File: config.mk
export PLATFORM = sky130hd
export DESIGN_NAME = pla_front
export DESIGN_NICKNAME = d
export VERILOG_FILES = /design/src/rtl/pla_pkg.sv /design/src/rtl/pla_front.sv
export SDC_FILE = /design/constraint.sdc
export NUM_CORES = 1
export LEC_CHECK = 0
export BUFFER_PORTS_ARGS = -buffer_cell sky130_fd_sc_hd__buf_2
export CORE_AREA = 8 8 226 271
export DETAILED_ROUTE_END_ITERATION = 8
export DIE_AREA = 0 0 234 279
export GPL_ROUTABILITY_DRIVEN = 0
export PLACE_DENSITY = 0.63
export RECOVER_POWER = 25
export SYNTH_ARGS = -nofsm -noshare
export SYNTH_HDL_FRONTEND = slang
export SYNTH_SLANG_ARGS = --single-unit
File: constraint.sdc
create_clock -name clk -period 7 [get_ports clk]
set_input_delay 0.7 -clock clk [delete_from_list [all_inputs] [get_ports clk]]
set_output_delay 0.7 -clock clk [all_outputs]
set_load 0.005 [all_outputs]
File: src/rtl/pla_pkg.sv
// ----------------------------------------------------------------------------
// pla_pkg
// Shared types, widths and log2/exp2 tables of the Phong light accumulator.
// ----------------------------------------------------------------------------
package pla_pkg;

  localparam int LOG_TABLE_BITS = 8;
  localparam int EXP_TABLE_BITS = 8;
  localparam int LOG_SIZE = 1 << LOG_TABLE_BITS;
  localparam int EXP_SIZE = 1 << EXP_TABLE_BITS;

  localparam int DOT_W = 18;   // clamped dot product, Q4.14
  localparam int LG_W  = 22;   // signed log2, Q.16
  localparam int Y_W   = 31;   // signed ns*log2, Q.16
  localparam int P_W   = 26;   // power, Q.14
  localparam logic [P_W-1:0] PCAP = '1;
  localparam logic [P_W-1:0] P_ONE = P_W'(16384);

  typedef struct packed {
    logic        do_diff;
    logic        do_spec;
    logic        last;
    logic [23:0] object_color;
    logic [47:0] light_color;
    logic [47:0] normal_vec;
    logic [47:0] light_dir;
    logic [47:0] reflect_dir;
    logic [15:0] diffuse_coef;
    logic [15:0] specular_coef;
    logic [15:0] shininess;
  } item_t;

  typedef struct packed {
    logic             start;
    logic [DOT_W-1:0] x;
    logic [15:0]      ns;
  } pow_req_t;

  typedef struct packed {
    logic           done;
    logic [P_W-1:0] p;
  } pow_rsp_t;

  typedef logic [15:0] log_rom_t [LOG_SIZE];
  typedef logic [31:0] exp_rom_t [EXP_SIZE];

  function automatic logic [63:0] isqrt64(input logic [63:0] v_in);
    logic [63:0] v;
    logic [63:0] res;
    logic [63:0] bt;
    v   = v_in;
    res = '0;
    bt  = 64'h4000_0000_0000_0000;
    for (int i = 0; i < 32; i++) begin
      if (bt > v) bt = bt >> 2;
    end
    for (int i = 0; i < 32; i++) begin
      if (bt != 0) begin
        if (v >= res + bt) begin
          v   = v - (res + bt);
          res = (res >> 1) + bt;
        end else begin
          res = res >> 1;
        end
        bt = bt >> 2;
      end
    end
    return res;
  endfunction

  function automatic log_rom_t build_log_rom();
    log_rom_t    rom;
    logic [63:0] m;
    logic [15:0] acc;
    for (int i = 0; i < LOG_SIZE; i++) begin
      m   = (64'(LOG_SIZE) + 64'(i)) << (30 - LOG_TABLE_BITS);
      acc = '0;
      for (int k = 0; k < 16; k++) begin
        m   = (m * m) >> 30;
        acc = {acc[14:0], 1'b0};
        if (m >= 64'h8000_0000) begin
          acc[0] = 1'b1;
          m = m >> 1;
        end
      end
      rom[i] = acc;
    end
    return rom;
  endfunction

  function automatic exp_rom_t build_exp_rom();
    exp_rom_t    rom;
    logic [63:0] roots [EXP_TABLE_BITS+1];
    logic [63:0] e;
    roots[0] = 64'h8000_0000;
    for (int k = 1; k <= EXP_TABLE_BITS; k++) roots[k] = isqrt64(roots[k-1] << 30);
    for (int i = 0; i < EXP_SIZE; i++) begin
      e = 64'h4000_0000;
      for (int b = EXP_TABLE_BITS - 1; b >= 0; b--) begin
        if (((i >> b) & 1) != 0) e = (e * roots[EXP_TABLE_BITS-b]) >> 30;
      end
      rom[i] = e[31:0];
    end
    return rom;
  endfunction

  localparam log_rom_t LOG_ROM = build_log_rom();
  localparam exp_rom_t EXP_ROM = build_exp_rom();

endpackage

File: src/rtl/pla_front.sv
// ----------------------------------------------------------------------------
// pla_front
// Input side: takes items, decodes the mode and holds them in a 2-entry queue.
// ----------------------------------------------------------------------------
module pla_front import pla_pkg::*; (
  input  logic        clk,
  input  logic        rst,
  input  logic        in_valid,
  output logic        in_ready,
  input  logic [1:0]  mode,
  input  logic [23:0] object_color,
  input  logic [47:0] light_color,
  input  logic [47:0] normal_vec,
  input  logic [47:0] light_dir,
  input  logic [47:0] reflect_dir,
  input  logic [15:0] diffuse_coef,
  input  logic [15:0] specular_coef,
  input  logic [15:0] shininess,
  input  logic        last,
  output logic        q_valid,
  output item_t       q_item,
  input  logic        q_pop
);

  localparam logic [1:0] MODE_DIFF = 2'd0;
  localparam logic [1:0] MODE_SPEC = 2'd1;
  localparam logic [1:0] MODE_BOTH = 2'd2;

  item_t      entries [2];
  logic       wr_ptr;
  logic       rd_ptr;
  logic [1:0] count;
  logic       push;
  item_t      item_in;

  assign in_ready = (count != 2'd2);
  assign push     = in_valid && in_ready;
  assign q_valid  = (count != 2'd0);
  assign q_item   = entries[rd_ptr];

  always_comb begin
    item_in.do_diff       = (mode == MODE_DIFF) || (mode == MODE_BOTH);
    item_in.do_spec       = (mode == MODE_SPEC) || (mode == MODE_BOTH);
    item_in.last          = last;
    item_in.object_color  = object_color;
    item_in.light_color   = light_color;
    item_in.normal_vec    = normal_vec;
    item_in.light_dir     = light_dir;
    item_in.reflect_dir   = reflect_dir;
    item_in.diffuse_coef  = diffuse_coef;
    item_in.specular_coef = specular_coef;
    item_in.shininess     = shininess;
  end

  always_ff @(posedge clk) begin
    if (push) entries[wr_ptr] <= item_in;
  end

  always_ff @(posedge clk) begin
    if (rst) begin
      wr_ptr <= 1'b0;
      rd_ptr <= 1'b0;
      count  <= 2'd0;
    end else begin
      if (push) wr_ptr <= ~wr_ptr;
      if (q_pop) rd_ptr <= ~rd_ptr;
      count <= count + 2'(push) - 2'(q_pop);
    end
  end

endmodule

==> out/qor.yml <==
timing:
  rsz0062_at_grt: "no"
  slew_headroom: 0.1701
  tightest_slew_ps: 1245
  whs_ps: 298.8
  finalSetupViolations: 0
  finalHoldViolCount: 0
  finalSetupTns_ps: 0
  finalMaxSlewViolations: 0
  layout_min_cycle_time_ps: 3680
  max_freq_mhz: 271.8
  fin_worst_skew_ps: 12.50
  finalCritPeriodShare: 0.5257
synth:
  synthDistinctLibCells: 22
  synth_most_common_cell: "edfxtp_1"
  synth_ff_type: "edfxtp_1"
  yosys_warnings: 0
  synth_area_leaders: "edfxtp_1, mux2_2, buf_6, dfxtp_1, ha_1"
  ys_async_sr_fraction: 0
  synthesis.nets: 1138
  yosysTopAreaCellShare: 0.8158
  synth_edf_count: 534
  yosys-top-cells-count: "edfxtp_1, mux2_2, buf_6"
  ys_ff_latch: 539
  avgSynthCellArea_sq_um: 22.75
  synth_top_area_cell: "edfxtp_1"
  ys_seq_area_frac: 0.8209
  synthCells: 864
  syn-cell-area_sq_mm: 0.01966
layout:
  final_nets: 1707
  syn2layout_area_growth_pct: 25.51
  design_area_sq_mm: 0.02467
  drive_above_1_share: 0.5806
  fillers: 5114
detailed_routing:
  drt_iter0_markers: 551
  ant_nets: 0
  vias: 10240
  wl_per_cell_um: 21.34
  drcViolationCount: 0
  wirelength_um: 47490
  vias_per_cell: 4.601
  firstDrtPassIters: 6
critical_path:
  critPathMaxFanout: 80
  rrSetupSlack_ps: 4200
  reg2reg_from: "count[0]$_SDFF_PP0_"
  arrival_ps: 2980
  worstPathRequired_ps: 6300
  crit_path_start_kind: "flip-flop"
  ff2ff_path_depth: 4
  end_kind: "output port"
  setup.worst_path.class: "flip-flop to output port"
  r2r-end: "entries[0][139]$_DFFE_PP_"
clock_tree:
  cts_tree: "built"
  post_cts_buffers: 0
  numCtsBuffers: 53
  clock_path_buffers: 3
  numClockSinks: 539
  cts_resized: 0
  cts_hold_buf: 0
  clkLatencyLatePin_ps: 580
  clk_pin_slew_ps: 60
  clockRootBuffer: "clkbuf_16"
  cts.htree.levels: 2
power_and_ir_drop:
  ir_drop_uv: 200.9
  power_density_mw_per_mm2: 302.8
  p_leak_nw: 8.962
global_routing:
  grt_overflow_total: 0
  grt_pass1_vias: 11200
  grt_max_degree: 161
  antenna_found_initial: 22
  grt_pass1_wl_um: 68340
  grt_use_total: 0.1389
min_path:
  hp-class: "input pin to flip-flop"
  min_to: "entries[1][24]$_DFFE_PP_"
  hold_depth: 1
  holdCritStartpoint: "specular_coef[8]"
floorplan:
  ioPinCount: 540
  core.rowCount: 96
  die_y_um: 279
  dieWidth_um: 234
  initial_utilization: 0.3460
  core_sq_mm: 0.05681
  die-area_sq_mm: 0.06529
placement:
  io_buffers: 539
  dp_hpwl_um: 33450
  placed_area_sq_mm: 0.02305
flow_run:
  drv_cap: 0
outcome:
  status: "finished clean"
-- layout by cell type (no fill, tap or decap) --
master / Yosys / final
nand2b_1: 2 / 2
nor2b_1: 1 / 1
nand3b_1: 1 / 1
buf_1: 0 / 1
clkinvlp_4: 0 / 3
xnor2_1: 2 / 2
edfxtp_1: 534 / 534
or4_1: 1 / 1
bufinv_16: 0 / 3
clkinv_2: 0 / 9
and3_4: 0 / 1
clkbuf_16: 0 / 53
buf_2: 4 / 503
ha_1: 3 / 3
clkbuf_1: 0 / 48
inv_6: 0 / 1
or4b_1: 1 / 1
clkinv_1: 0 / 8
mux2_2: 267 / 267
clkinv_8: 0 / 2
dfxtp_1: 5 / 4
a21oi_1: 1 / 1
diode_2: 0 / 19
a21boi_2: 1 / 1
nand2_1: 1 / 1
nor2_1: 2 / 2
or2_2: 2 / 2
nand4b_1: 2 / 2
buf_4: 0 / 2
a21bo_2: 1 / 1
buf_12: 0 / 3
a2111oi_0: 1 / 1
dfxtp_4: 0 / 1
inv_8: 0 / 2
inv_1: 5 / 4
-- kinds of logic (layout without fill, tap and decap cells) --
logic type      count (synthesis)  count (layout)  share of synthesized area
compound gates                  4               4                   0.001782
buf+inv                        35             642                    0.01687
xor+xnor                        2               2                  0.0008914
other cells                     0              19                          0
simple gates                   14              14                   0.004648
flops                         539             539                     0.8209
fa+ha+maj                       3               3                   0.001910
mux                           267             267                     0.1530
-- critical path, stage by stage (launching register included) --
cell	delay [ps]
dfxtp_4	810
buf_4	890
mux2_2	420
buf_2	130
-- power by group --
group	internal (mW)	switching, mW	leakage [nW]
sequential	3.88	0.0783	5.03
clock	1.50	1.16	0.784
combinational	0.399	0.458	3.15
total	5.78	1.69	8.96
-- metrics by stage --
step	total power, mW	std cells	setup slack, ps	utilization
2_1_floorplan	4.500	864	431.2	-
3_3_place_gp	4.878	2113	3971	0.4057
3_5_place_dp	4.905	2113	3955	0.4057
4_1_cts	7.590	2206	3298	0.4342
5_1_grt	7.763	2223	3152	0.4341
6_report	7.471	2225	3320	0.4342
-- state kept, by name (all words and copies together), names as in the netlist, named ones only --
register	flops
entries	534
count	2
rd_ptr	1
wr_ptr	1
-- layer usage --
metal	wire length [um]	vias to the layer above	part of all wire	GRT usage
met3	4242	117	0.089	0.05351
met5	34	-	0.00072	0
met1	15820	5082	0.33	0.1368
li1	-	4625	-	-
met2	25240	407	0.53	0.2487
met4	2142	6	0.045	0.07317
-- worst max-delay path by stage --
| stage | endpoint | slack, ps |
|---|---|---|
| after floorplan | entries[0][0]$_DFFE_PP_ | 430 |
| final | q_item[143] | 3320 |
| after global routing | q_item[96] | 3150 |
| after detailed placement | q_item[138] | 3960 |
| after global placement | entries[0][203]$_DFFE_PP_ | 3970 |
| after CTS | q_item[138] | 3300 |
-- cell type report --
cell class	instances	area, sq um	area share
antenna	19	47.55	0.001927
clock buffer	66	1375	0.05574
clock inverter	27	240.2	0.009738
inverter	5	26.28	0.001065
multi-input combinational	290	3193	0.1294
sequential	539	16140	0.6542
tap	735	919.6	0.03728
timing repair buffer	544	2728	0.1106
Power figures use the tool's default switching activity.
